File: config.mk
export PLATFORM = sky130hd
export DESIGN_NAME = mcme_queue
export DESIGN_NICKNAME = d
export VERILOG_FILES = /design/src/rtl/mcme_pkg.sv /design/src/rtl/mcme_queue.sv
export SDC_FILE = /design/constraint.sdc
export NUM_CORES = 1
export LEC_CHECK = 0
export ABC_CLOCK_PERIOD_IN_PS = 2700
export BUFFER_PORTS_ARGS = -buffer_cell sky130_fd_sc_hd__buf_4
export CAP_MARGIN = 15
export CORE_MARGIN = 10
export CORE_UTILIZATION = 45
export CTS_BUF_LIST = sky130_fd_sc_hd__clkbuf_4
export CTS_CLUSTER_DIAMETER = 100
export DETAILED_ROUTE_END_ITERATION = 7
export GPL_TIMING_DRIVEN = 0
export PLACE_DENSITY_LB_ADDON = 0.2
export SYNTH_ARGS = -nofsm -noshare
export SYNTH_HDL_FRONTEND = slang
export SYNTH_SLANG_ARGS = --single-unit
File: constraint.sdc
create_clock -name clock -period 2.7 [get_ports clock]
set_clock_uncertainty 0.15 [all_clocks]
set_input_delay 0.27 -clock clock [delete_from_list [all_inputs] [get_ports clock]]
set_output_delay 0.27 -clock clock [all_outputs]
set_load 0.005 [all_outputs]
File: src/rtl/mcme_pkg.sv
// ============================================================================
// Matrix column multiply engine package
// Shared widths, register codes, operation codes and the request and status
// structures passed between the front end, the queue and the back end.
// ============================================================================
package mcme_pkg;

   // Payload field widths.
   localparam int unsigned ROW_W      = 4;
   localparam int unsigned COL_W      = 10;
   localparam int unsigned VALUE_W    = 16;
   localparam int unsigned PROD_W     = 32;
   localparam int unsigned SUM_W      = 36;

   // Configuration port and register widths.
   localparam int unsigned CSR_INDEX_W = 2;
   localparam int unsigned CSR_DATA_W  = 11;
   localparam int unsigned DIM_CFG_W   = 5;
   localparam int unsigned COLS_CFG_W  = 11;
   localparam int unsigned MAX_COLS    = 1024;

   localparam logic [DIM_CFG_W-1:0]  ROW_COUNT_RESET   = 5'd16;
   localparam logic [DIM_CFG_W-1:0]  INNER_COUNT_RESET = 5'd16;
   localparam logic [COLS_CFG_W-1:0] COL_COUNT_RESET   = 11'd16;

   // Request queue between front and back.
   localparam int unsigned QUEUE_DEPTH = 4;
   localparam int unsigned QUEUE_PTR_W = 2;
   localparam int unsigned QUEUE_CNT_W = 3;

   typedef enum logic [CSR_INDEX_W-1:0] {
      CSR_ROW_COUNT   = 2'd0,
      CSR_INNER_COUNT = 2'd1,
      CSR_COL_COUNT   = 2'd2
   } mcme_csr_type;

   typedef enum logic {
      OP_LOAD   = 1'b0,
      OP_STREAM = 1'b1
   } mcme_op_type;

   // One classified request as it sits in the queue.
   typedef struct packed {
      mcme_op_type               op;
      logic [ROW_W-1:0]          row_index;
      logic [COL_W-1:0]          col_index;
      logic signed [VALUE_W-1:0] value;
      logic                      first_k;
      logic                      last_k;
      logic                      last_col;
   } mcme_item_type;

   typedef struct packed {
      logic valid;
      logic full;
   } mcme_queue_status_type;

   typedef struct packed {
      logic pop;
      logic busy;
      logic drained;
   } mcme_back_status_type;

endpackage

File: src/rtl/mcme_queue.sv
// ============================================================================
// Matrix column multiply engine request queue
// A short first-in first-out queue of classified requests that decouples the
// front end from the back end.
// ============================================================================
module mcme_queue (
   input  logic                            clock,
   input  logic                            reset,
   input  logic                            push,
   input  mcme_pkg::mcme_item_type         push_item,
   input  logic                            pop,
   output mcme_pkg::mcme_item_type         head_item,
   output mcme_pkg::mcme_queue_status_type status
);

   mcme_pkg::mcme_item_type                entries [mcme_pkg::QUEUE_DEPTH];
   logic [mcme_pkg::QUEUE_PTR_W-1:0]       wr_ptr_ff, wr_ptr_in;
   logic [mcme_pkg::QUEUE_PTR_W-1:0]       rd_ptr_ff, rd_ptr_in;
   logic [mcme_pkg::QUEUE_CNT_W-1:0]       count_ff, count_in;

   always_comb begin
      wr_ptr_in = push ? wr_ptr_ff + 1'b1 : wr_ptr_ff;
      rd_ptr_in = pop ? rd_ptr_ff + 1'b1 : rd_ptr_ff;
      count_in  = count_ff;
      if (push && !pop) begin
         count_in = count_ff + 1'b1;
      end else if (pop && !push) begin
         count_in = count_ff - 1'b1;
      end
   end

   always_ff @(posedge clock) begin
      if (reset) begin
         wr_ptr_ff <= '0;
         rd_ptr_ff <= '0;
         count_ff  <= '0;
      end else begin
         wr_ptr_ff <= wr_ptr_in;
         rd_ptr_ff <= rd_ptr_in;
         count_ff  <= count_in;
      end
   end

   always_ff @(posedge clock) begin
      if (push) begin
         entries[wr_ptr_ff] <= push_item;
      end
   end

   assign head_item    = entries[rd_ptr_ff];
   assign status.valid = (count_ff != '0);
   assign status.full  = (count_ff == mcme_pkg::QUEUE_CNT_W'(mcme_pkg::QUEUE_DEPTH));

endmodule

* After elaboration in Yosys (flattened, before gate mapping)
Memory sizes are Yosys's and may differ from the RTL's. A register that Yosys moved wholly into a read port is not among the register bits.
Cells that the tools add are included.
** Storage, ports and cells
- Input bits :: 38
- Memory bits (writable) :: 136
- Word-level logic and storage cells :: 21
- Memories :: 1
- Output and inout port bits :: 36
- Bits in registers :: 7
** Memories
- entries :: words 4, bits a word 34, rd ports 1, clocked after Yosys merged registers in 1, write ports 1, line mcme_queue.sv:16 : mcme_pkg::mcme_item_type entries [mcme_pkg::QUEUE_DEPTH];
** Operators by class
- Add/subtract/negate cells :: 4
- Eq/ne operators :: 1
- Muxes and demuxes :: 6
- Reductions and logical operators :: 6
** Operator list (count)
- two-way mux 3 bit :: 2
- adder 2 x 1 -> 2 bit, second input constant :: 2
- two-way mux 2 bit :: 2
- adder 3 x 1 -> 3 bit, second input constant :: 1
- == test 3 bit, second input constant :: 1
- nonzero test 3 bit :: 1
- subtractor 3 x 1 -> 3 bit, second input constant :: 1
- logical AND 1 bit :: 2
- zero test 1 bit :: 2
- two-way mux 1 bit :: 2
- nonzero test 2 bit :: 1

* Longest topological paths before layout
- Word-level depth :: 4
- Depth in mapped cells :: 7
- Depth with buffers taken out :: 7

* Worst setup path after synthesis
Ideal clock, no wire load.
- Kind :: register to register
- Start :: reg wr_ptr_ff[0] in the netlist's numbering
- End :: mem entries[2][0] in the netlist's numbering, enable pin
- Buffers on the path :: 0
- Clock period less this slack :: 1921 ps
- Arrival time :: 1376 ps
- Setup time :: 394 ps
- Stages on the path, launching flop included :: 4
- Slack :: 779 ps
- Data required time :: 2156 ps
- Cell sequence :: dfxtp_1 -> inv_1 -> ha_1 -> and2_1
** RTL lines
- from (decl) :: line mcme_queue.sv:17 : logic [mcme_pkg::QUEUE_PTR_W-1:0] wr_ptr_ff, wr_ptr_in;
- from (signal assigned) :: line mcme_queue.sv:38 : wr_ptr_ff <= wr_ptr_in;
- to (decl) :: line mcme_queue.sv:16
Straight into the memory's write port.

==> results.md <==
* Outcome: completed
* Seq/Total Area, Yosys at 79.2%
* CTS H-tree lvls at 4
* Critical Path End Type: output pin
* Critical Path, Cell by Cell: clkbuf_1 > buf_2 > mux4_2 > buf_4
* Synth cell types at 21
* Routed length per instance at approximately 18 um
* # Max-Cap Violations at 0
* RSZ-0062 raised after global routing: false
* Final worst path period share at around nine tenths
* Critical-path maximum fanout at 10
* Rel. slew slack at 68.4%
* Via count at approximately 2600
* Power per cell area at 652 mW/mm2
* Area leader, netlist: edfxtp_1
* Leakage at around 2.4 nW
* CP top delay family: buffers and inverters
* Postcts setup bufs at 0
* Worst Tran Pin Value at 474 ps
* WP buf/inv at 3
* Commonest non-fill, non-tap cell in the layout: edfxtp_1
* Count of input and output buffers at approximately 70
* CP required at about 2300 ps
* Tot Pwr at 4.47 mW
* Final setup violation count at 0
* Rows at 39
* Mapped Cells at approximately 220
* GPL Wtd Cong at 0.637
* Final Hold Viols at 0
* Vias in the first global route at 2868
* # clock sinks at 145
* Overall Global Routing Usage at roughly an eighth
* YS warnings at 0
* Mapped Nets at between 200 and 300
* Core outline area at roughly 0.012 mm2
* # IOs at between 70 and 80
* Leading cell types in the layout, fill and taps excluded: 136 x edfxtp_1, 72 x buf_4, 39 x dlygate4sd3_1
* Largest net degree at the start of global routing at 24
* DPL Wire Length at 6090 um
* Fin crit period at between 2000 and 2500 ps
* Maximum vdd drop at roughly 0.38 mV
* Clock Tree Root: clkbuf_4
* Synth top area cells: edfxtp_1 76%, mux4_2 13%, dfxtp_1 3.3%, mux4_1 2.0%, ha_1 1.2%
* Initial antenna violation count at 0
* Sw Share at between 20% and 30%
* CTS Buf Count at 17
* Reg power frac at around three fifths
* Flip-flop and latch area at ~0.0043 mm2
* Synth Cell Area at approximately 0.0054 mm2
* Combinational Power Share at between 10% and 20%
* Die ar. at ~0.017 mm2
* Die H at ~130 um
* First-pass GRT wire length at about 15000 um
* Critical Path AT at around 2000 ps
* Multi-input logic area at around 0.0010 mm2
* NetSw at roughly 0.95 mW
* Worst setup path category: flop to output pin
* DRC Markers at 0
* CTS tree: built
* Max stage delay on crit path at around 370 ps
* Number of DRC markers in iteration 0 at 174
* Final Slew Violations at 0
* FF+latch count, synth at 145
* Mapped Avg Cell Area at about 24 um2
* Number of antenna diodes at 0
* CP max stage cell: mux4_2
* P&R area growth vs syn at 27.2%
* Yosys top cell area share at about three quarters
* Final wirelength at between 9000 and 10000 um
* Initial Util at a little under half
* Internal power at 3.52 mW
* Category of the worst setup path launch point: flop
* DRT antenna net count at 0
* Worst-Skew Late Latency at ~530 ps
* Clock Path Buffers at 2
* FMAX at slightly above 400 MHz
* Routed vias/inst at about 5.0
* Clock Power Share at between 20 and 30%
* FILL cells at roughly 850
* Final #Nets at 400
* DRT Pass-1 Iters at 4
* Die width at ~130 um
* Share of cells above drive strength 1 at 39.3%
* Setup_tns at 0 ps
* Remaining Overflow, GRT at 0
* Clock Pin Slew Worst Setup and Hold Paths at 110 ps
* Hold WC Path Type: input port to flop
worst paths after layout:
check / start / end / slack, ps / cells past startpoint
setup / recovery: flop / head_item[13] / 270 / 4
hold / removal: push_item[30] / entries[3][30]$_DFFE_PP_ / 330 / 2
setup reg to reg: wr_ptr_ff[0]$_SDFFE_PP0P_ / wr_ptr_ff[1]$_SDFFE_PP0P_ / 930 / 5
hold reg to reg: count_ff[2]$_SDFFE_PP0P_ / count_ff[2]$_SDFFE_PP0P_ / 360 / 2
synthesized netlist by cell type:
cell,number
a21oi_1,1
and2_1,4
buf_12,3
buf_2,3
buf_6,1
clkbuf_1,2
dfxtp_1,9
edfxtp_1,136
fa_1,1
ha_1,5
inv_1,4
mux2i_1,2
mux4_1,4
mux4_2,30
nand2_1,1
nor2_1,7
nor3b_1,1
o21ai_0,1
or3_1,2
xnor2_1,2
xor2_1,3
sequential cells by signal, indices dropped and copies added, names as in the netlist, named ones only:
signal / flops
rd_ptr_ff: 2
entries: 136
wr_ptr_ff: 2
count_ff: 3
timing repair:
item                                    CTS  global route
hold buffers                             39             0
endpoints found under the hold margin   145             0
resized for setup                         0             0
endpoints found under the setup margin    0             0
per-layer routing:
metal,vias to the layer above,GRT usage (%),routed length (um)
met5,-,0,0
met3,16,4.49,545
met2,64,20.3,5040
li1,1194,-,-
met4,0,6.22,180
met1,1281,12.9,3650
through the flow:
step	worst slack, ps	hold slack, ps	util [%]	instances	cell area, um2
6_report	274	334	59.2	512	6850
5_1_grt	51.9	277	59.2	512	6850
4_1_cts	133	277	59.2	512	6850
3_5_place_dp	764	323	53.6	441	6200
3_3_place_gp	116	320	52.8	437	6100
2_1_floorplan	779	219	-	222	5390
power by group through the flow:
| stage | Combinational [mW] | Clock (mW) | Sequential (mW) |
|---|---|---|---|
| floorplan | 0.282 | 0 | 2.65 |
| global placement | 0.536 | 0 | 2.66 |
| detailed placement | 0.565 | 0 | 2.66 |
| CTS | 0.614 | 1.32 | 2.61 |
| global route | 0.651 | 1.42 | 2.61 |
| finish | 0.593 | 1.27 | 2.60 |
logic make-up (layout without fill, tap and decap cells):
family,after synthesis,after routing,synth area share [%]
flops,145,145,79.2
mux,36,36,14.9
simple gates,15,15,1.39
buf+inv,13,160,2.02
fa+ha+maj,6,6,1.53
xor+xnor,5,5,0.813
compound gates,2,2,0.186
worst reg2reg max path, cell delays in order, from the launching register on:
cell and delay, ps:
dfxtp_1 410, inv_1 80, ha_1 290, mux2i_1 130
nor2_1 50, dlygate4sd3_1 560
layout make-up:
| cell class | instances | area share [%] |
|---|---|---|
| Clock buffer | 23 | 2.52 |
| Inverter | 4 | 0.219 |
| Clock inverter | 9 | 1.32 |
| Buffer | 9 | 1.37 |
| Tap cell | 143 | 2.61 |
| Timing Repair Buffer | 115 | 14.9 |
| Sequential cell | 145 | 62.2 |
| Multi-Input combinational cell | 64 | 14.8 |
Note: power is estimated with default switching activity, not from simulation.
