--- src/rtl/mcme_pkg.sv ---
// ============================================================================
// Matrix column multiply engine package
// Shared widths, register codes, operation codes and the request and status
// structures passed between the front end, the queue and the back end.
// ============================================================================
package mcme_pkg;

   // Payload field widths.
   localparam int unsigned ROW_W      = 4;
   localparam int unsigned COL_W      = 10;
   localparam int unsigned VALUE_W    = 16;
   localparam int unsigned PROD_W     = 32;
   localparam int unsigned SUM_W      = 36;

   // Configuration port and register widths.
   localparam int unsigned CSR_INDEX_W = 2;
   localparam int unsigned CSR_DATA_W  = 11;
   localparam int unsigned DIM_CFG_W   = 5;
   localparam int unsigned COLS_CFG_W  = 11;
   localparam int unsigned MAX_COLS    = 1024;

   localparam logic [DIM_CFG_W-1:0]  ROW_COUNT_RESET   = 5'd16;
   localparam logic [DIM_CFG_W-1:0]  INNER_COUNT_RESET = 5'd16;
   localparam logic [COLS_CFG_W-1:0] COL_COUNT_RESET   = 11'd16;

   // Request queue between front and back.
   localparam int unsigned QUEUE_DEPTH = 4;
   localparam int unsigned QUEUE_PTR_W = 2;
   localparam int unsigned QUEUE_CNT_W = 3;

   typedef enum logic [CSR_INDEX_W-1:0] {
      CSR_ROW_COUNT   = 2'd0,
      CSR_INNER_COUNT = 2'd1,
      CSR_COL_COUNT   = 2'd2
   } mcme_csr_type;

   typedef enum logic {
      OP_LOAD   = 1'b0,
      OP_STREAM = 1'b1
   } mcme_op_type;

   // One classified request as it sits in the queue.
   typedef struct packed {
      mcme_op_type               op;
      logic [ROW_W-1:0]          row_index;
      logic [COL_W-1:0]          col_index;
      logic signed [VALUE_W-1:0] value;
      logic                      first_k;
      logic                      last_k;
      logic                      last_col;
   } mcme_item_type;

   typedef struct packed {
      logic valid;
      logic full;
   } mcme_queue_status_type;

   typedef struct packed {
      logic pop;
      logic busy;
      logic drained;
   } mcme_back_status_type;

endpackage

--- src/rtl/mcme_back.sv ---
// ============================================================================
// Matrix column multiply engine back end
// Executes queued requests: loads write the left matrix store, streamed
// elements walk the active rows through a read, multiply, accumulate pipe.
// ============================================================================
module mcme_back #(
   parameter int unsigned MAX_DIM = 16,
   parameter int unsigned DIM_W   = $clog2(MAX_DIM + 1)
) (
   input  logic                                 clock,
   input  logic                                 reset,
   input  mcme_pkg::mcme_queue_status_type      q_status,
   input  mcme_pkg::mcme_item_type              q_item,
   output logic                                 q_pop,
   input  logic [DIM_W-1:0]                     rows_eff,
   output logic                                 rsp_valid,
   input  logic                                 rsp_stall,
   output logic [mcme_pkg::ROW_W-1:0]           rsp_out_row,
   output logic [mcme_pkg::COL_W-1:0]           rsp_out_col,
   output logic signed [mcme_pkg::SUM_W-1:0]    rsp_sum_value,
   output logic                                 rsp_last_of_column,
   output logic                                 rsp_last_of_matrix,
   output mcme_pkg::mcme_back_status_type       status
);

   localparam int unsigned IDX_W       = (MAX_DIM > 1) ? $clog2(MAX_DIM) : 1;
   localparam int unsigned STORE_DEPTH = MAX_DIM * MAX_DIM;
   localparam int unsigned ADDR_W      = (STORE_DEPTH > 1) ? $clog2(STORE_DEPTH) : 1;

   logic signed [mcme_pkg::VALUE_W-1:0] store_mem [STORE_DEPTH];
   logic [mcme_pkg::SUM_W-1:0]          acc_mem [MAX_DIM];

   logic [MAX_DIM-1:0]                  acc_valid_ff, acc_valid_in;
   logic                                busy_ff, busy_in;
   logic [IDX_W-1:0]                    row_ff, row_in;
   logic [ADDR_W-1:0]                   addr_ff, addr_in;
   logic                                s1_valid_ff, s1_valid_in;
   logic                                s2_valid_ff, s2_valid_in;
   logic                                rsp_valid_ff, rsp_valid_in;

   logic signed [mcme_pkg::VALUE_W-1:0] val_ff;
   logic [mcme_pkg::COL_W-1:0]          col_ff;
   logic                                emit_ff;
   logic                                eom_ff;

   logic signed [mcme_pkg::VALUE_W-1:0] a_rd_ff;
   logic [mcme_pkg::SUM_W-1:0]          acc_rd_ff;
   logic                                acc_ok_ff;
   logic [IDX_W-1:0]                    s1_row_ff;
   logic                                s1_lastrow_ff;

   logic signed [mcme_pkg::PROD_W-1:0]  prod_ff;
   logic [mcme_pkg::SUM_W-1:0]          base_ff;
   logic [IDX_W-1:0]                    s2_row_ff;
   logic                                s2_lastrow_ff;

   logic [mcme_pkg::ROW_W-1:0]          rsp_row_ff;
   logic [mcme_pkg::COL_W-1:0]          rsp_col_ff;
   logic signed [mcme_pkg::SUM_W-1:0]   rsp_sum_ff;
   logic                                rsp_lastcol_ff;
   logic                                rsp_eom_ff;

   logic                                drained;
   logic                                hold;
   logic                                adv;
   logic                                row_last;
   logic                                stream_start;
   logic                                load_write;
   logic [ADDR_W-1:0]                   load_addr;
   logic [mcme_pkg::SUM_W-1:0]          acc_sum;

   assign drained  = !busy_ff && !s1_valid_ff && !s2_valid_ff;
   // The pipe freezes only when a result must leave and the output is full.
   assign hold     = s2_valid_ff && emit_ff && rsp_valid_ff && rsp_stall;
   assign adv      = !hold;
   assign row_last = (DIM_W'(row_ff) == (rows_eff - DIM_W'(1)));

   // A load only needs the store port free; a streamed element also needs
   // every accumulator write of the previous element retired.
   assign q_pop = q_status.valid &&
                  ((q_item.op == mcme_pkg::OP_LOAD) ? !busy_ff : drained);
   assign stream_start = q_pop && (q_item.op == mcme_pkg::OP_STREAM);
   assign load_write   = q_pop && (q_item.op == mcme_pkg::OP_LOAD);
   assign load_addr    = ADDR_W'(32'(q_item.row_index) * MAX_DIM + 32'(q_item.col_index));

   assign acc_sum = base_ff + mcme_pkg::SUM_W'(prod_ff);

   always_comb begin
      busy_in      = busy_ff;
      row_in       = row_ff;
      addr_in      = addr_ff;
      acc_valid_in = acc_valid_ff;
      if (stream_start) begin
         busy_in = 1'b1;
         row_in  = '0;
         addr_in = ADDR_W'(q_item.row_index);
         if (q_item.first_k) begin
            acc_valid_in = '0;
         end
      end else if (busy_ff && adv) begin
         row_in  = row_ff + 1'b1;
         addr_in = addr_ff + ADDR_W'(MAX_DIM);
         if (row_last) begin
            busy_in = 1'b0;
         end
      end
      if (s2_valid_ff && adv) begin
         acc_valid_in[s2_row_ff] = 1'b1;
      end

      s1_valid_in = adv ? busy_ff : s1_valid_ff;
      s2_valid_in = adv ? s1_valid_ff : s2_valid_ff;

      rsp_valid_in = rsp_valid_ff;
      if (adv && s2_valid_ff && emit_ff) begin
         rsp_valid_in = 1'b1;
      end else if (!rsp_stall) begin
         rsp_valid_in = 1'b0;
      end
   end

   always_ff @(posedge clock) begin
      if (reset) begin
         busy_ff      <= 1'b0;
         row_ff       <= '0;
         addr_ff      <= '0;
         acc_valid_ff <= '0;
         s1_valid_ff  <= 1'b0;
         s2_valid_ff  <= 1'b0;
         rsp_valid_ff <= 1'b0;
      end else begin
         busy_ff      <= busy_in;
         row_ff       <= row_in;
         addr_ff      <= addr_in;
         acc_valid_ff <= acc_valid_in;
         s1_valid_ff  <= s1_valid_in;
         s2_valid_ff  <= s2_valid_in;
         rsp_valid_ff <= rsp_valid_in;
      end
   end

   // Left matrix store: one write port for loads, one registered read port.
   always_ff @(posedge clock) begin
      if (load_write) begin
         store_mem[load_addr] <= q_item.value;
      end
      if (busy_ff && adv) begin
         a_rd_ff <= store_mem[addr_ff];
      end
   end

   // Row accumulators; an entry whose valid bit is clear reads as zero.
   always_ff @(posedge clock) begin
      if (s2_valid_ff && adv) begin
         acc_mem[s2_row_ff] <= acc_sum;
      end
      if (busy_ff && adv) begin
         acc_rd_ff <= acc_mem[row_ff];
      end
   end

   always_ff @(posedge clock) begin
      if (stream_start) begin
         val_ff  <= q_item.value;
         col_ff  <= q_item.col_index;
         emit_ff <= q_item.last_k;
         eom_ff  <= q_item.last_col;
      end
      if (busy_ff && adv) begin
         acc_ok_ff     <= acc_valid_ff[row_ff];
         s1_row_ff     <= row_ff;
         s1_lastrow_ff <= row_last;
      end
      if (s1_valid_ff && adv) begin
         prod_ff       <= a_rd_ff * val_ff;
         base_ff       <= acc_ok_ff ? acc_rd_ff : '0;
         s2_row_ff     <= s1_row_ff;
         s2_lastrow_ff <= s1_lastrow_ff;
      end
      if (adv && s2_valid_ff && emit_ff) begin
         rsp_row_ff     <= mcme_pkg::ROW_W'(s2_row_ff);
         rsp_col_ff     <= col_ff;
         rsp_sum_ff     <= acc_sum;
         rsp_lastcol_ff <= s2_lastrow_ff;
         rsp_eom_ff     <= eom_ff;
      end
   end

   assign rsp_valid          = rsp_valid_ff;
   assign rsp_out_row        = rsp_row_ff;
   assign rsp_out_col        = rsp_col_ff;
   assign rsp_sum_value      = rsp_sum_ff;
   assign rsp_last_of_column = rsp_lastcol_ff;
   assign rsp_last_of_matrix = rsp_eom_ff;

   assign status.pop     = q_pop;
   assign status.busy    = busy_ff;
   assign status.drained = drained;

endmodule

--- config.mk ---
export PLATFORM = sky130hd
export DESIGN_NAME = mcme_back
export DESIGN_NICKNAME = d
export VERILOG_FILES = /design/src/rtl/mcme_pkg.sv /design/src/rtl/mcme_back.sv
export SDC_FILE = /design/constraint.sdc
export NUM_CORES = 2
export LEC_CHECK = 0
export BUFFER_PORTS_ARGS = -buffer_cell sky130_fd_sc_hd__buf_2
export CORE_MARGIN = 4
export CORE_UTILIZATION = 50
export DETAILED_ROUTE_END_ITERATION = 10
export PLACE_DENSITY = 0.72
export SYNTH_ARGS = -nofsm -noshare
export SYNTH_HDL_FRONTEND = slang
export SYNTH_MEMORY_MAX_BITS = 65536
export SYNTH_SLANG_ARGS = --single-unit
export TNS_END_PERCENT = 100
--- constraint.sdc ---
create_clock -name clock -period 17.75 [get_ports clock]
set_clock_uncertainty 0.1 [all_clocks]
set_input_delay 1.775 -clock clock [delete_from_list [all_inputs] [get_ports clock]]
set_output_delay 1.775 -clock clock [all_outputs]
set_load 0.1 [all_outputs]
# Word level (Yosys, flattened, before mapping)
# Memories as Yosys holds them, arrays and structs flattened. A register that Yosys moved wholly into a read port is not among the register bits.
# Cells that the tools add are included.
# W data, S select, Z words.
[op_classes]
mux = 19
addsub = 5
order_cmp = 3
eq_ne = 2
bitwise = 2
n_reduce_logical = 21
n_mul = 1
[op_table]
columns = ["cell", "count"]
rows = [
  ["$mux W16", 3],
  ["$add A36 B36 Y36", 1],
  ["$mul A16 B16 Y32", 1],
  ["$or A16 B16 Y16", 1],
  ["$logic_and A1 B1 Y1", 13],
  ["$mux W1", 12],
  ["$lt A4 B5 Y1 const B", 2],
  ["$add A8 B5 Y8 const B", 1],
  ["$add A8 B8 Y8", 1],
  ["$mux W4", 2],
  ["$eq A4 B5 Y1", 1],
  ["$sub A5 B1 Y5 const B", 1],
  ["$add A4 B1 Y4 const B", 1],
  ["$bmux W1 S4", 1],
  ["$demux W1 S4", 1],
  ["$ge A4 B1 Y1 const B", 1],
  ["$logic_not A1 Y1", 4],
  ["$reduce_bool A2 Y1", 2],
  ["$ne A2 B1 Y1 const B", 1],
  ["$reduce_and A2 Y1", 1],
  ["$reduce_or A2 Y1", 1],
  ["$not A1 Y1", 1],
]
[totals]
out_inout_bits = 57
word_cells = 79
ramBits = 4672
register_bits = 191
memories = 2
input_bits = 44
[mem_list]
columns = ["name", "depth", "width", "rd", "rd_ports_with_merged_regs", "write_ports", "line", "source"]
rows = [
  ["store_mem", 256, 16, 1, 1, 1, "mcme_back.sv:30", "logic signed [mcme_pkg::VALUE_W-1:0] store_mem [STORE_DEPTH];"],
  ["acc_mem", 16, 36, 1, 1, 1, "mcme_back.sv:31", "logic [mcme_pkg::SUM_W-1:0] acc_mem [MAX_DIM];"],
]

# Depth between registers and ports, before layout
[depth]
ltp_word = 9
depth_mapped = 24
mapped_depth_nobuf = 22

# Least setup slack after synthesis
# Ideal clock, no wire load.
[synth_path]
path_kind = "reg2reg"
start = "register a_rd_ff[15] (netlist bit) (read register of store_mem)"
end = "register prod_ff[30] (netlist bit), data pin"
setup_time_ps = 258
t_required_ps = 17392
stages_incl_launch_ff = 25
arrival_ps = 6217
path_slack_ps = 11176
cell_sequence = "edfxtp_1 -> clkbuf_1 -> nand2_1 -> inv_1 -> fa_1 -> inv_1 -> fa_1 -> fa_1 -> inv_1 -> fa_1 -> fa_1 -> inv_1 -> fa_1 -> inv_1 -> ha_1 -> clkbuf_1 -> a21oi_1 -> nand3_1 -> o21a_1 -> o31ai_1 -> o22ai_1 -> or4b_2 -> a31o_2 -> a21oi_1 -> xnor2_1"
[synth_via]
elab_chain_len = 1
[synth_rtl]
columns = ["element", "line", "source"]
rows = [
  ["start: declaration", "mcme_back.sv:46", "logic signed [mcme_pkg::VALUE_W-1:0] a_rd_ff;"],
  ["$mul A16 B16 Y32", "mcme_back.sv:175", "prod_ff <= a_rd_ff * val_ff;"],
  ["end signal: assignment", "mcme_back.sv:175", ""],
  ["end: declaration", "mcme_back.sv:52", "logic signed [mcme_pkg::PROD_W-1:0] prod_ff;"],
]
# No other way between the ends.
# A chain may end at the register's enable or synchronous reset.

# Worst setup path after layout
[layout_path]
start = "register a_rd_ff[7] (netlist bit) (read register of store_mem)"
end = "register prod_ff[30] (netlist bit), data pin"
# Same word-level chain as after synthesis.

==> results.json <==
{
  "status": "complete, no violations",
  "path_cells": "and2_1 > fa_1 > fa_1 > ha_1 > inv_1 > fa_1 > inv_1 > fa_1 > inv_1 > fa_1 > inv_1 > ha_1 > a2111oi_0 > or3_1 > nor3_1 > o31ai_1 > o22ai_1 > or4b_2 > a31o_2 > a21oi_1 > xnor2_1",
  "grt_max_degree": 162,
  "ys_seq_area_share_pct": 74.7,
  "nFillCells": 27900,
  "synth_fp_nets": 9071,
  "clk_pin_slew_ns": 0.06,
  "ir_worst_vdd_uv": 273,
  "cp_slowest_stage_delay_ns": 0.90,
  "layout_setup_ws_ns": 10.32,
  "power.switching_mw": 7.30,
  "synth.distinct_cells": 56,
  "hpwl_mm": 258,
  "switching_share_pct": 26.0,
  "internal-power_mw": 20.8,
  "crit_path_frequent_cell": "fa_1",
  "place_ws_ns": 10.33,
  "setup_tns_ns": 0,
  "rsz0062_at_grt": "no",
  "routed_via_density": 6.19,
  "fin_area_mm2": 0.221,
  "synth.top_cell.area_share_pct": 74.3,
  "grt-busiest-layer": "met2",
  "cp_slowest_cell": "edfxtp_1",
  "nets": 9579,
  "clk_path_buf_depth": 4,
  "met1_usage_pct": 31.5,
  "post_cts_buffers": 0,
  "clkSinkCount": 4915,
  "crit_path_end_kind": "flop",
  "use_met2_pct": 35.2,
  "synth_edf_count": 4883,
  "antenna_found_initial": 17,
  "max_cap_viol_count": 0,
  "grt_use_met3_pct": 4.08,
  "synth-seq-cells": 4915,
  "drt_iter0_drc": 12000,
  "drc": 0,
  "ctsHoldBuffers": 0,
  "ys_warn_count": 0,
  "area_growth_pct": 11.9,
  "dieArea_mm2": 0.405,
  "stdcell_count": 14800,
  "cts_repair_resize_count": 0,
  "root_buffer": "clkbuf_16",
  "fmax_mhz": 135,
  "dp.cells": 13900,
  "first_global_vias": 93600,
  "coreArea_mm2": 0.393,
  "fp.dieH_um": 636,
  "vias": 91400,
  "hold_ws_ns": 0.310,
  "syn_area_mm2": 0.197,
  "critPathBufInv": 4,
  "die_w_um": 636,
  "holdCritPathClass": "flop to flop",
  "arrival_ns": 8.04,
  "clockPowerShare_pct": 34.6,
  "combPwrFrac_pct": 17.5,
  "yosysTopAreaCell": "edfxtp_1",
  "setup_viol": 0,
  "initial_core_util_pct": 50.2,
  "rows": 230,
  "final_core_util_pct": 56.2,
  "final.min_clock_period_ns": 7.43,
  "io_buffers": 99,
  "worst_slew_pin_slew_ns": 1.35,
  "p_seq_share_pct": 47.9,
  "hold_viol": 0,
  "crit_fanout": 16,
  "grt.total_usage_pct": 22.1,
  "slew_headroom_pct": 10.0,
  "wl_per_cell_um": 30.4,
  "total_power_mw": 28.1,
  "wirelength_mm": 449,
  "cts_tree": "done",
  "grt_pass1_wl_mm": 658,
  "postRouteAntennaNets": 0,
  "placed_area_mm2": 0.206,
  "pin_count": 101,
  "slew_violations": 0,
  "gp_congestion": 0.842,
  "path_class": "flop to flop",
  "ys_top_cells_by_area": "edfxtp_1 (74%), mux4_2 (18%), fa_1 (2.7%)",
  "insertion_delay_ns": 1.01,
  "drive_gt1_share_pct": 28.5,
  "pwr_density_cell_mw_per_mm2": 127,
  "cpLargestDelayFamily": "adder cells",
  "power.leakage_nw": 68.5,
  "critPathLaunchType": "flop",
  "netlist_instances": 8640,
  "dominantRegCellSynth": "edfxtp_1",
  "firstDrtPassIters": 6,
  "critPathRequiredTime_ns": 18.35,
  "min_period_over_period_pct": 41.9,
  "h-tree-depth": 5,
  "postSynthAreaPerCell_um2": 22.8,
  "tritoncts.num_buffers": 468,
  "grt_overflow": 0,
  "async_reset_ff_share_pct": 0
}
-- worst paths after layout --
| check | startpoint | end | slack [ns] | depth (start not counted) |
|---|---|---|---|---|
| min reg2reg | s1_row_ff[3] | s2_row_ff[3] | 0.31 | 0 |
| max reg2reg | a_rd_ff[7] | prod_ff[30] | 10.32 | 21 |
| max | a_rd_ff[7] | prod_ff[30] | 10.32 | 21 |
| min | s1_row_ff[3] | s2_row_ff[3] | 0.31 | 0 |
-- cell usage after synthesis, types with 2 or more instances --
library cell and instances:
nor3_1 12, buf_1 95, o211ai_1 3, buf_2 53, fa_1 264, nor2_1 351
dfxtp_1 32, nand4b_1 3, and3_1 6, edfxtp_1 4883, o21a_1 8, nand3_1 17
o22ai_1 2, o31ai_1 4, a2111oi_0 2, or2_2 5, and2_1 163, inv_1 303
nand2b_1 12, buf_6 2, or4_1 2, mux2i_1 4, a21oi_1 81, nor4_1 6
xor2_1 22, o21bai_1 11, ha_1 123, nand2_1 183, or3_1 3, a21boi_0 2
a211oi_1 12, a221oi_1 4, mux4_2 1545, nand4_1 10, nor2b_1 9, a21o_1 26
xnor2_1 58, o21ai_0 26, clkbuf_1 271, a31oi_1 3, buf_4 4
-- logic make-up after synthesis --
family	synth area share, %
AO/OA/AOI/OAI	0.612
multiplexers	17.7
AND/OR/NAND/NOR	1.80
adder cells (fa/ha/maj)	3.46
buffers and inverters	1.44
XOR/XNOR	0.355
flip-flops	74.7
-- routing by layer --
metal	routed length [µm]	up-vias
met5	23	-
met4	15300	4
met3	41900	784
met2	218000	4771
met1	173000	49000
li1	-	36800
-- registers in the layout, summed over array words and instances, names as in the netlist, 4 cells and up --
signal	cells
col_ff	10
s2_row_ff	4
base_ff	36
rsp_out_row	4
row_ff	4
s1_row_ff	4
a_rd_ff	16
addr_ff	8
store_mem	4096
rsp_sum_value	36
rsp_out_col	10
acc_rd_ff	36
val_ff	16
prod_ff	32
acc_mem	576
acc_valid_ff	16
-- area by class of cell --
| cell class | instances | area [µm²] | area share (%) |
|---|---|---|---|
| Tap cell | 5220 | 6530 | 2.96 |
| Inverter | 304 | 1140 | 0.518 |
| Timing Repair Buffer | 464 | 3520 | 1.60 |
| Clock inverter | 288 | 2680 | 1.21 |
| Multi-Input combinational cell | 2995 | 47300 | 21.4 |
| Antenna cell | 16 | 40.0 | 0.0181 |
| Clock buffer | 564 | 12200 | 5.54 |
| Sequential cell | 4915 | 147000 | 66.7 |
-- power groups by stage --
| stage | Combinational, mW | Sequential, mW | Clock (mW) |
|---|---|---|---|
| 2_1_floorplan | 3.37 | 13.7 | 0 |
| 6_report | 4.91 | 13.5 | 9.73 |
| 3_3_place_gp | 4.81 | 13.7 | 0 |
| 5_1_grt | 5.50 | 13.5 | 10.4 |
| 4_1_cts | 4.95 | 13.5 | 9.88 |
| 3_5_place_dp | 4.92 | 13.7 | 0 |
-- cell usage in the layout, fill, tap and decap left out, types with 11 or more instances in the layout --
| cell | count |
|---|---|
| buf_2 | 83 |
| inv_1 | 303 |
| diode_2 | 16 |
| nor2_2 | 13 |
| clkinv_2 | 90 |
| a211oi_1 | 12 |
| buf_8 | 12 |
| nor2_4 | 12 |
| xor2_1 | 22 |
| clkinv_1 | 117 |
| clkbuf_16 | 476 |
| ha_1 | 123 |
| and2_1 | 161 |
| bufinv_16 | 44 |
| nand3_1 | 17 |
| xnor2_1 | 52 |
| nand2b_1 | 12 |
| clkbuf_1 | 88 |
| mux4_2 | 1545 |
| nand2_1 | 183 |
| buf_4 | 355 |
| o21bai_1 | 11 |
| a21o_1 | 26 |
| fa_1 | 264 |
| dfxtp_1 | 22 |
| edfxtp_1 | 4883 |
| a21oi_1 | 80 |
| o21ai_0 | 26 |
| nor2_1 | 326 |
No activity file was read; power rests on OpenSTA's default activity.
