`src/rtl/mcme_pkg.sv`:
```
// ============================================================================
// Matrix column multiply engine package
// Shared widths, register codes, operation codes and the request and status
// structures passed between the front end, the queue and the back end.
// ============================================================================
package mcme_pkg;

   // Payload field widths.
   localparam int unsigned ROW_W      = 4;
   localparam int unsigned COL_W      = 10;
   localparam int unsigned VALUE_W    = 16;
   localparam int unsigned PROD_W     = 32;
   localparam int unsigned SUM_W      = 36;

   // Configuration port and register widths.
   localparam int unsigned CSR_INDEX_W = 2;
   localparam int unsigned CSR_DATA_W  = 11;
   localparam int unsigned DIM_CFG_W   = 5;
   localparam int unsigned COLS_CFG_W  = 11;
   localparam int unsigned MAX_COLS    = 1024;

   localparam logic [DIM_CFG_W-1:0]  ROW_COUNT_RESET   = 5'd16;
   localparam logic [DIM_CFG_W-1:0]  INNER_COUNT_RESET = 5'd16;
   localparam logic [COLS_CFG_W-1:0] COL_COUNT_RESET   = 11'd16;

   // Request queue between front and back.
   localparam int unsigned QUEUE_DEPTH = 4;
   localparam int unsigned QUEUE_PTR_W = 2;
   localparam int unsigned QUEUE_CNT_W = 3;

   typedef enum logic [CSR_INDEX_W-1:0] {
      CSR_ROW_COUNT   = 2'd0,
      CSR_INNER_COUNT = 2'd1,
      CSR_COL_COUNT   = 2'd2
   } mcme_csr_type;

   typedef enum logic {
      OP_LOAD   = 1'b0,
      OP_STREAM = 1'b1
   } mcme_op_type;

   // One classified request as it sits in the queue.
   typedef struct packed {
      mcme_op_type               op;
      logic [ROW_W-1:0]          row_index;
      logic [COL_W-1:0]          col_index;
      logic signed [VALUE_W-1:0] value;
      logic                      first_k;
      logic                      last_k;
      logic                      last_col;
   } mcme_item_type;

   typedef struct packed {
      logic valid;
      logic full;
   } mcme_queue_status_type;

   typedef struct packed {
      logic pop;
      logic busy;
      logic drained;
   } mcme_back_status_type;

endpackage

```
`src/rtl/mcme_front.sv`:
```
// ============================================================================
// Matrix column multiply engine front end
// Holds the configuration registers, accepts requests and classifies them:
// out-of-range loads and inner indexes are dropped, the rest are queued.
// ============================================================================
module mcme_front #(
   parameter int unsigned MAX_DIM = 16,
   parameter int unsigned DIM_W   = $clog2(MAX_DIM + 1)
) (
   input  logic                                    clock,
   input  logic                                    reset,
   input  logic                                    csr_valid,
   output logic                                    csr_ready,
   input  logic [mcme_pkg::CSR_INDEX_W-1:0]        csr_index,
   input  logic [mcme_pkg::CSR_DATA_W-1:0]         csr_wdata,
   input  logic                                    req_valid,
   output logic                                    req_stall,
   input  logic                                    req_mode,
   input  logic [mcme_pkg::ROW_W-1:0]              req_row_index,
   input  logic [mcme_pkg::COL_W-1:0]              req_col_index,
   input  logic signed [mcme_pkg::VALUE_W-1:0]     req_value,
   input  mcme_pkg::mcme_queue_status_type         q_status,
   output logic                                    q_push,
   output mcme_pkg::mcme_item_type                 q_item,
   output logic [DIM_W-1:0]                        rows_eff
);

   logic [mcme_pkg::DIM_CFG_W-1:0]  row_count_ff, row_count_in;
   logic [mcme_pkg::DIM_CFG_W-1:0]  inner_count_ff, inner_count_in;
   logic [mcme_pkg::COLS_CFG_W-1:0] col_count_ff, col_count_in;
   logic [DIM_W-1:0]                inner_eff;
   logic [mcme_pkg::COLS_CFG_W-1:0] cols_eff;
   logic                            load_ok;
   logic                            stream_ok;
   logic                            keep;

   assign csr_ready = 1'b1;

   always_comb begin
      row_count_in   = row_count_ff;
      inner_count_in = inner_count_ff;
      col_count_in   = col_count_ff;
      if (csr_valid) begin
         case (csr_index)
            mcme_pkg::CSR_ROW_COUNT: begin
               row_count_in = csr_wdata[mcme_pkg::DIM_CFG_W-1:0];
            end
            mcme_pkg::CSR_INNER_COUNT: begin
               inner_count_in = csr_wdata[mcme_pkg::DIM_CFG_W-1:0];
            end
            mcme_pkg::CSR_COL_COUNT: begin
               col_count_in = csr_wdata;
            end
            default: begin
            end
         endcase
      end
   end

   always_ff @(posedge clock) begin
      if (reset) begin
         row_count_ff   <= mcme_pkg::ROW_COUNT_RESET;
         inner_count_ff <= mcme_pkg::INNER_COUNT_RESET;
         col_count_ff   <= mcme_pkg::COL_COUNT_RESET;
      end else begin
         row_count_ff   <= row_count_in;
         inner_count_ff <= inner_count_in;
         col_count_ff   <= col_count_in;
      end
   end

   // Out-of-range register values are saturated into the legal range.
   always_comb begin
      if (row_count_ff == '0) begin
         rows_eff = DIM_W'(1);
      end else if (32'(row_count_ff) > 32'(MAX_DIM)) begin
         rows_eff = DIM_W'(MAX_DIM);
      end else begin
         rows_eff = DIM_W'(row_count_ff);
      end

      if (inner_count_ff == '0) begin
         inner_eff = DIM_W'(1);
      end else if (32'(inner_count_ff) > 32'(MAX_DIM)) begin
         inner_eff = DIM_W'(MAX_DIM);
      end else begin
         inner_eff = DIM_W'(inner_count_ff);
      end

      if (col_count_ff == '0) begin
         cols_eff = mcme_pkg::COLS_CFG_W'(1);
      end else if (32'(col_count_ff) > 32'(mcme_pkg::MAX_COLS)) begin
         cols_eff = mcme_pkg::COLS_CFG_W'(mcme_pkg::MAX_COLS);
      end else begin
         cols_eff = col_count_ff;
      end
   end

   assign load_ok   = (32'(req_row_index) < 32'(MAX_DIM)) &&
                      (32'(req_col_index) < 32'(MAX_DIM));
   assign stream_ok = 32'(req_row_index) < 32'(inner_eff);
   assign keep      = (req_mode == mcme_pkg::OP_LOAD) ? load_ok : stream_ok;

   assign req_stall = q_status.full;
   assign q_push    = req_valid && !q_status.full && keep;

   always_comb begin
      q_item.op        = mcme_pkg::mcme_op_type'(req_mode);
      q_item.row_index = req_row_index;
      q_item.col_index = req_col_index;
      q_item.value     = req_value;
      q_item.first_k   = (req_row_index == '0);
      q_item.last_k    = (32'(req_row_index) == (32'(inner_eff) - 32'd1));
      q_item.last_col  = ({1'b0, req_col_index} == (cols_eff - mcme_pkg::COLS_CFG_W'(1)));
   end

endmodule

```
`config.mk`:
```
export PLATFORM = sky130hd
export DESIGN_NAME = mcme_front
export DESIGN_NICKNAME = d
export VERILOG_FILES = /design/src/rtl/mcme_pkg.sv /design/src/rtl/mcme_front.sv
export SDC_FILE = /design/constraint.sdc
export NUM_CORES = 1
export LEC_CHECK = 0
export BUFFER_PORTS_ARGS = -buffer_cell sky130_fd_sc_hd__buf_4
export CORE_ASPECT_RATIO = 1.75
export CORE_MARGIN = 2
export CORE_UTILIZATION = 29
export CTS_CLUSTER_DIAMETER = 150
export DETAILED_ROUTE_END_ITERATION = 10
export GPL_TIMING_DRIVEN = 0
export PLACE_DENSITY_LB_ADDON = 0.1
export SLEW_MARGIN = 10
export SYNTH_ARGS = -nofsm -noshare
export SYNTH_HDL_FRONTEND = slang
export SYNTH_SLANG_ARGS = --single-unit
```
`constraint.sdc`:
```
create_clock -name clock -period 4.96 [get_ports clock]
set_clock_uncertainty 0.2 [all_clocks]
set_input_delay 0.992 -clock clock [delete_from_list [all_inputs] [get_ports clock]]
set_output_delay 0.992 -clock clock [all_outputs]
set_load 0.005 [all_outputs]
```
# Yosys cells after proc, flatten, opt, wreduce, memory -nomap -nowiden
# Cells that the tools add are included.
dict set report totals {
  output_inout_bits 42
  ff_bits 21
  mem_bits_rw 0
  romBits 0
  latchBits 0
  word_cells 32
  in_bits 50
  mem_count 0
}
dict set report op_classes {
  shifts 0
  muxes 7
  n_reduce_logical 11
  eq_ne 4
  bitwise 0
  add_sub_neg 2
  n_div 0
  mul 0
  n_lt_le_gt_ge 5
}
# op n
set ops {}
lappend ops {{$eq A4 B32 Y1} 1}
lappend ops {{$mux W11} 2}
lappend ops {{$mux W5} 4}
lappend ops {{$eq A10 B11 Y1} 1}
lappend ops {{$gt A11 B11 Y1 const B} 1}
lappend ops {{$logic_not A11 Y1} 1}
lappend ops {{$sub A11 B1 Y11 const B} 1}
lappend ops {{$gt A5 B5 Y1 const B} 2}
lappend ops {{$logic_not A5 Y1} 2}
lappend ops {{$lt A10 B5 Y1 const B} 1}
lappend ops {{$reduce_and A2 Y1} 3}
lappend ops {{$sub A5 B1 Y6 const B} 1}
lappend ops {{$lt A4 B5 Y1} 1}
lappend ops {{$logic_not A4 Y1} 1}
lappend ops {{$eq A2 B1 Y1 const B} 1}
lappend ops {{$eq A2 B2 Y1 const B} 1}
lappend ops {{$logic_and A1 B1 Y1} 2}
lappend ops {{$logic_not A2 Y1} 1}
lappend ops {{$logic_not A1 Y1} 1}
lappend ops {{$mux W1} 1}

# Depth between registers and ports, before layout
# Gate-level depths: netlist (run 1).
dict set report depth {
  ltp_word 6
  ltp_mapped 13
  mapped_depth_nobuf 11
}

# Worst setup path before layout (run 1)
# No wires, ideal clock.
dict set report synth_path {
  kind {flip-flop to output port}
  from {register col_count_ff[7] in the netlist's numbering}
  to {output port q_item[0] in the netlist's numbering}
  t_arrival_ns 2.269
  path_buffers 1
  required_ns 3.768
  path_slack_ns 1.499
  path_stages_with_launch 13
  cell_sequence {dfxtp_1 -> buf_6 -> nor3_1 -> a41oi_1 -> nor2_1 -> inv_1 -> ha_1 -> xor2_1 -> nand2_1 -> a2111oi_2 -> o2111ai_1 -> a211o_1 -> a2111oi_2}
}
# item line_no
set synth_rtl {}
lappend synth_rtl {{start, declared} mcme_front.sv:30} ;# logic [mcme_pkg::COLS_CFG_W-1:0] col_count_ff, col_count_in;
lappend synth_rtl {{start signal, assigned} mcme_front.sv:64} ;# col_count_ff <= mcme_pkg::COL_COUNT_RESET;
lappend synth_rtl {{start signal, assigned} mcme_front.sv:68} ;# col_count_ff <= col_count_in;
lappend synth_rtl {{end, declared} mcme_front.sv:24} ;# output mcme_pkg::mcme_item_type q_item,

==> metrics.md, run 1 <==
| Metric | Value |
|---|---|
| Flops & latches, synth | `21` |
| R2R depth | `4` |
| Compound-gate portion of the synthesized area | `12.8%` |
| Die footprint | `0.00706 sq mm` |
| Pin count of the biggest net entering global routing | `13` |
| ANT nets after route | `0` |
| Setup bufs post-CTS | `0` |
| Post-Synth Adder-Cell Area | `4.06%` |
| Slew @ Worst Pin | `0.693 ns` |
| Worst hold path cell count | `2` |
| Yosys top cell by area | `dfxtp_1` |
| Crit path max-delay cell type | `nor3_1` |
| Final GP Congestion | `0.862` |
| Worst path buffer plus inverter count | `4` |
| Syn-to-layout area delta | `37.5%` |
| Hold Buf Count CTS | `0` |
| Max Root-Sink Buffers | `2` |
| Status | `finished clean` |
| Core Rows | `38` |
| Slew margin rel. | `53.8%` |
| Post-synthesis sequential area ratio | `22.7%` |
| Post-synth EDFFs | `0` |
| Layout cells sized above 1 | `39.6%` |
| CTS Buf Count | `3` |
| Cell Pwr Density | `177 mW/mm^2` |
| Peak Freq | `234 MHz` |
| Yosys warns | `0` |
| VDD IR max | `0.000180 V` |
| Post-synth top cells | `nor2_1 (34), buf_4 (33), mux2i_1 (22)` |
| Post-Synth XOR/XNOR Area | `4.26%` |
| Clk slew on worst S/H paths | `0.08 ns` |
| Syn Area/Cell | `8.01 sq um` |
| Worst Path Arrival | `3.08 ns` |
| Max Cap Viol | `0` |
| GRT Total Usage | `13.3%` |
| Largest family of logic cells by synthesized area | `simple AND/OR/NAND/NOR gates` |
| Worst setup startpoint | `col_count_ff[7]` |
| CP Max Fanout | `8` |
| CP peak stage delay | `0.35 ns` |
| Initial Util | `29.9%` |
| WL/cell | `12.6 microns` |
| Final setup fails | `0` |
| CTS tree | `done` |
| Worst-path cell chain | `buf_6 -> nor3_1 -> a41oi_1 -> nor2_1 -> inv_1 -> ha_1 -> clkbuf_1 -> xor2_1 -> xnor2_1 -> o2111ai_1 -> a211o_1 -> a2111oi_2 -> buf_4` |
| Post-Route WL | `4890 microns` |
| Unique masters post-synth | `42` |
| WP data required | `3.77 ns` |
| Top Ports | `92` |
| RSZ-0062 raised after global routing | `no` |
| H-Tree Level Count | `1` |
| Period utilization | `86.1%` |
| Nets@finish | `365` |
| Count leader, synth | `nor2_1` |
| Worst hold slack | `0.312 ns` |
| Fraction of registers with async set/reset | `0%` |
| Vias per Instance | `4.59` |
| Crit. End Element | `output pin` |
| Vias in the first global route | `1611` |
| Clk sinks | `21` |
| Share of the synthesized area in the top cell type | `22.7%` |
| Reg2Reg Launch Point | `col_count_ff[10]` |
| HPWL after DPL | `4080 microns` |
| Worst path depth | `13` |
| Mapped Area | `0.00185 sq mm` |
| IO Port Bufs | `73` |
| Crit path launch type | `flip-flop` |
| Synth Instances | `231` |
| Final hold violation count | `0` |
| Total grt overflow | `0` |
| Setup TNS | `0 ns` |
| Ant. Diodes | `0` |
| Lkg Pwr | `0.00125 uW` |
| Post-synthesis mux area share | `13.1%` |
| Clock latency on the worst-skew pair | `0.26 ns` |
| Clock root buffer | `clkbuf_8` |
| Fin. max-slew vios | `0` |
| Power Total | `450 uW` |
| Dominant synthesized flop cell | `dfxtp_1` |
| # DRC | `0` |
| First-pass GRT wire length | `7450 microns` |
| Die height | `110 microns` |
| Min-delay worst type | `reg -> reg` |
| Family with the most delay on the worst path | `compound AO/OA/AOI/OAI gates` |
| Initial antenna violation count | `0` |
| Critical path class | `reg -> out` |
| Post-layout minimum cycle time | `4.27 ns` |
| Top post-synthesis cells by area | `dfxtp_1 (23%), buf_4 (13%), mux2i_1 (12%), nor2_1 (6.9%), ha_1 (4.1%)` |
| Detailed router's first-iteration violation count | `37` |
| Core Area | `0.00618 sq mm` |
| Syn_nets | `287` |
| PostCTS Resize Cnt | `0` |
| Die width | `64.4 microns` |
| First-pass DRT Iterations | `4` |
| HP Start | `row_count_ff[0]` |
| Via count | `1782` |
| Simple-gate portion of the synthesized area | `23.9%` |
-- worst register-to-register path, cell delays in order, from the launching register on --
cell	delay, ns
dfxtp_1	0.33
buf_6	0.15
buf_6	0.14
mux2i_1	0.13
nor2_1	0.05
-- report_power, final --
group / switching, uW / internal, uW
clock: 57.0 / 56.0
sequential: 7.33 / 175
combinational: 66.4 / 88.8
total: 131 / 320
-- path summary, 6_finish.rpt --
check | endpoint | slack, ns
worst max-delay path | q_item[0] | 0.69
worst min-delay path | row_count_ff[0] | 0.31
worst max register to register | col_count_ff[10] | 3.84
worst min register to register | row_count_ff[0] | 0.31
-- metal layers --
layer / GRT usage, % / vias up / part of all wire, %
met4: 4.26 / 0 / 1.1
met3: 1.02 / 5 / 4.9
li1: - / 917 / -
met5: 0 / - / 0
met2: 27.3 / 58 / 58
met1: 13.7 / 802 / 36
-- cell families (layout without fill, tap and decap cells) --
family / count (synthesis) / after routing
DFF: 21 / 21
xor gates and xnor gates: 9 / 9
muxes: 24 / 24
adders and majority gates: 6 / 6
buffers and inverters: 54 / 131
and+or+nand+nor: 83 / 83
other: 1 / 1
AOI/OAI and AO/OA: 33 / 33
-- flip-flops by register name, indices dropped and copies added, names as in the netlist --
register and count:
row_count_ff 5, col_count_ff 11, inner_count_ff 5
-- layout by cell type, fill, tap and decap left out, types with 3 or more instances in the layout --
cell        n
buf_4     106
inv_1      11
nand2b_1    5
nor4_1      4
xor2_1      4
xnor2_1     5
nor3_1      9
ha_1        6
nand2_1     4
a211o_1     5
nor2b_1     8
o21ai_0     6
mux2i_1    22
dfxtp_1    21
nand3_1     4
clkbuf_1    5
buf_6       3
a31oi_1     3
nor2_1     34
a21oi_1     8
or2b_1      3
clkbuf_8    3
nand3b_1    3
-- stage by stage --
stage	std cells	instance area [sq um]	setup WS [ns]	util [%]
floorplan	231	1850	1.50	-
global placement	384	2500	0.971	40.4
detailed placement	384	2500	0.988	40.4
CTS	388	2540	0.675	41.2
global route	388	2540	0.486	41.2
finish	388	2540	0.690	41.2
-- layout make-up --
class	count	area, sq um
multi-input combinational	156	1080
buffer	43	309
clock inverter	1	5.00
inverter	11	41.3
timing repair buffer	73	548
tap	80	100
fill	670	3640
clock buffer	3	41.3
sequential	21	420
(Power assumes the default switching activity.)
==> run 2: changes to the inputs <==
--- a/config.mk
+++ b/config.mk
@@ -13,7 +13,6 @@
 export DETAILED_ROUTE_END_ITERATION = 10
 export GPL_TIMING_DRIVEN = 0
 export PLACE_DENSITY_LB_ADDON = 0.1
-export SLEW_MARGIN = 10
 export SYNTH_ARGS = -nofsm -noshare
 export SYNTH_HDL_FRONTEND = slang
 export SYNTH_SLANG_ARGS = --single-unit
==> constraint.sdc (replaced) <==
create_clock -name clock -period 4.3 [get_ports clock]
set_clock_uncertainty 0.2 [all_clocks]
set_input_delay 0.86 -clock clock [delete_from_list [all_inputs] [get_ports clock]]
set_output_delay 0.86 -clock clock [all_outputs]
set_load 0.005 [all_outputs]
==> run 2 against run 1 <==
Combinational power grew 15%. Worst setup slack got worse by 0.46 ns. Final cell count down 0.26%. Largest cell class unchanged.
==> metrics.md, run 2 (synthesized netlist as in run 1, its figures left out) <==
| Metric | Value |
|---|---|
| Reg2Reg Capture Point | `col_count_ff[10]` |
| R2R depth | `4` |
| Max reg flops | `11` |
| CP peak stage delay | `0.34 ns` |
| Core Area | `0.00618 sq mm` |
| Most frequent cells in the layout | `buf_4 (106), nor2_1 (34), mux2i_1 (22)` |
| Crit path max-delay cell type | `nor3_1` |
| VDD IR max | `0.000207 V` |
| Fin. max-slew vios | `0` |
| Critical path class | `reg -> out` |
| CTS Buf Count | `3` |
| Ant. Diodes | `0` |
| WP data required | `3.24 ns` |
| Slew @ Worst Pin | `0.695 ns` |
| Flop pwr share | `40.4%` |
| Syn-to-layout area delta | `37.3%` |
| Via count | `1777` |
| Setup TNS | `0 ns` |
| Max Root-Sink Buffers | `2` |
| Worst-path cell chain | `buf_6 -> nor3_1 -> a41oi_1 -> nor2_1 -> inv_1 -> ha_1 -> xor2_1 -> nand2_1 -> a2111oi_2 -> o2111ai_1 -> a211o_1 -> a2111oi_2 -> buf_4` |
| Inst Count DP | `384` |
| Largest reg by FF count | `col_count_ff` |
| Regs by FF count | `col_count_ff: 11 flops, inner_count_ff: 5 flops, row_count_ff: 5 flops` |
| R2r setup slk | `3.18 ns` |
| WL/cell | `12.6 microns` |
| CTS tree | `done` |
| Internal | `369 uW` |
| Peak Freq | `246 MHz` |
| Final GP Congestion | `0.862` |
| Vias per Instance | `4.59` |
| Total grt overflow | `0` |
| Final setup fails | `0` |
| Clock power share | `25.1%` |
| Clk sinks | `21` |
| NetSw | `151 uW` |
| Worst Path Arrival | `3.01 ns` |
| GRT Total Usage | `13.3%` |
| Layout cells sized above 1 | `39.7%` |
| IO Port Bufs | `73` |
| Hold Buf Count CTS | `0` |
| H-Tree Level Count | `1` |
| Die height | `110 microns` |
| Core Rows | `38` |
| Initial antenna violation count | `0` |
| Reg2Reg Launch Point | `col_count_ff[10]` |
| Nets@finish | `364` |
| Die width | `64.4 microns` |
| Top Ports | `92` |
| Detailed router's first-iteration violation count | `51` |
| Post-layout minimum cycle time | `4.07 ns` |
| Switch share | `29.0%` |
| Final Cell Area | `0.00254 sq mm` |
| Clk slew on worst S/H paths | `0.08 ns` |
| Die footprint | `0.00706 sq mm` |
| Pin count of the biggest net entering global routing | `13` |
| Commonest non-fill, non-tap cell in the layout | `buf_4` |
| Clock root buffer | `clkbuf_8` |
| Final hold violation count | `0` |
| Hold path endpoint | `row_count_ff[0]` |
| Initial Util | `29.9%` |
| Min-delay worst type | `reg -> reg` |
| Status | `finished clean` |
| Combinational power share | `34.5%` |
| HPWL after DPL | `4080 microns` |
| CP Max Fanout | `8` |
| Cell Pwr Density | `204 mW/mm^2` |
| First-pass DRT Iterations | `4` |
| Placed Area | `0.00250 sq mm` |
| Vias in the first global route | `1611` |
| Max Cap Viol | `0` |
| Worst hold path cell count | `2` |
| Power Total | `519 uW` |
| PostCTS Resize Cnt | `0` |
| Clock latency on the worst-skew pair | `0.26 ns` |
| Most frequent CP cell | `a2111oi_2` |
| Post-Route WL | `4890 microns` |
| Crit path launch type | `flip-flop` |
| HP Start | `row_count_ff[0]` |
| Layout Cells excl Fill | `387` |
| Period utilization | `94.6%` |
| RSZ-0062 raised after global routing | `no` |
| First-pass GRT wire length | `7450 microns` |
| ANT nets after route | `0` |
| # DRC | `0` |
| Crit. End Element | `output pin` |
| Lkg Pwr | `0.00125 uW` |
| Slew margin rel. | `53.6%` |
-- run 2: changes by cell type in the layout (fill, tap and decap cells not counted) --
| cell | before | now |
|---|---|---|
| clkbuf_1 | 5 | 4 |
-- run 2: layer usage --
metal | wire length [microns] | GRT usage, % | up-vias
met4 | 55 | 4.26 | 0
met2 | 2870 | 27.3 | 52
met5 | 0 | 0 | -
li1 | - | - | 917
met1 | 1780 | 13.7 | 803
met3 | 190 | 1.02 | 5
-- run 2: area by class of cell --
class | count | area, sq um
plain buffers | 42 | 305
clock buffers | 3 | 41.3
clock inverters | 1 | 5.00
fillers | 670 | 3640
inverters | 11 | 41.3
multi-input cells | 156 | 1080
flip-flops and latches | 21 | 420
well taps | 80 | 100
repair buffers | 73 | 548
-- run 2: timing repair --
action | in CTS | in global routing
setup endpoints to repair | 0 | 1
endpoints found under the hold margin | 0 | 0
setup buffers | 0 | 0
-- run 2: worst max path at each step --
stage | startpoint | end | slack [ns] | cells past startpoint
4_1_cts | col_count_ff[8] | q_item[0] | 0.15 | 12
3_3_place_gp | col_count_ff[8] | q_item[0] | 0.44 | 12
2_1_floorplan | col_count_ff[7] | q_item[0] | 0.97 | 12
5_1_grt | col_count_ff[7] | q_item[0] | 0.04 | 13
3_5_place_dp | col_count_ff[8] | q_item[0] | 0.46 | 12
6_report | col_count_ff[7] | q_item[0] | 0.23 | 13
-- run 2: critical path: cells and delay by family (launching register included) --
family          cells  cell delay, ns
buf+inv             3            0.35
compound gates      5            1.06
flops               1            0.31
xor+xnor            1            0.13
fa+ha+maj           1            0.30
simple gates        3            0.59
-- run 2: through the flow --
stage          hold WS (ns)  utilization (%)  setup slack [ns]
3_3_place_gp          0.282             40.4             0.443
6_report              0.312             41.1             0.231
4_1_cts               0.317             41.2             0.147
5_1_grt               0.371             41.1            0.0383
2_1_floorplan         0.261                -             0.971
3_5_place_dp          0.297             40.4             0.460
-- run 2: power groups by stage --
| stage | clock [uW] | sequential (uW) | combinational (uW) |
|---|---|---|---|
| 6_report | 130 | 210 | 179 |
| 5_1_grt | 141 | 211 | 198 |
| 4_1_cts | 135 | 210 | 182 |
| 3_5_place_dp | 0 | 215 | 181 |
| 3_3_place_gp | 0 | 215 | 180 |
| 2_1_floorplan | 0 | 212 | 106 |
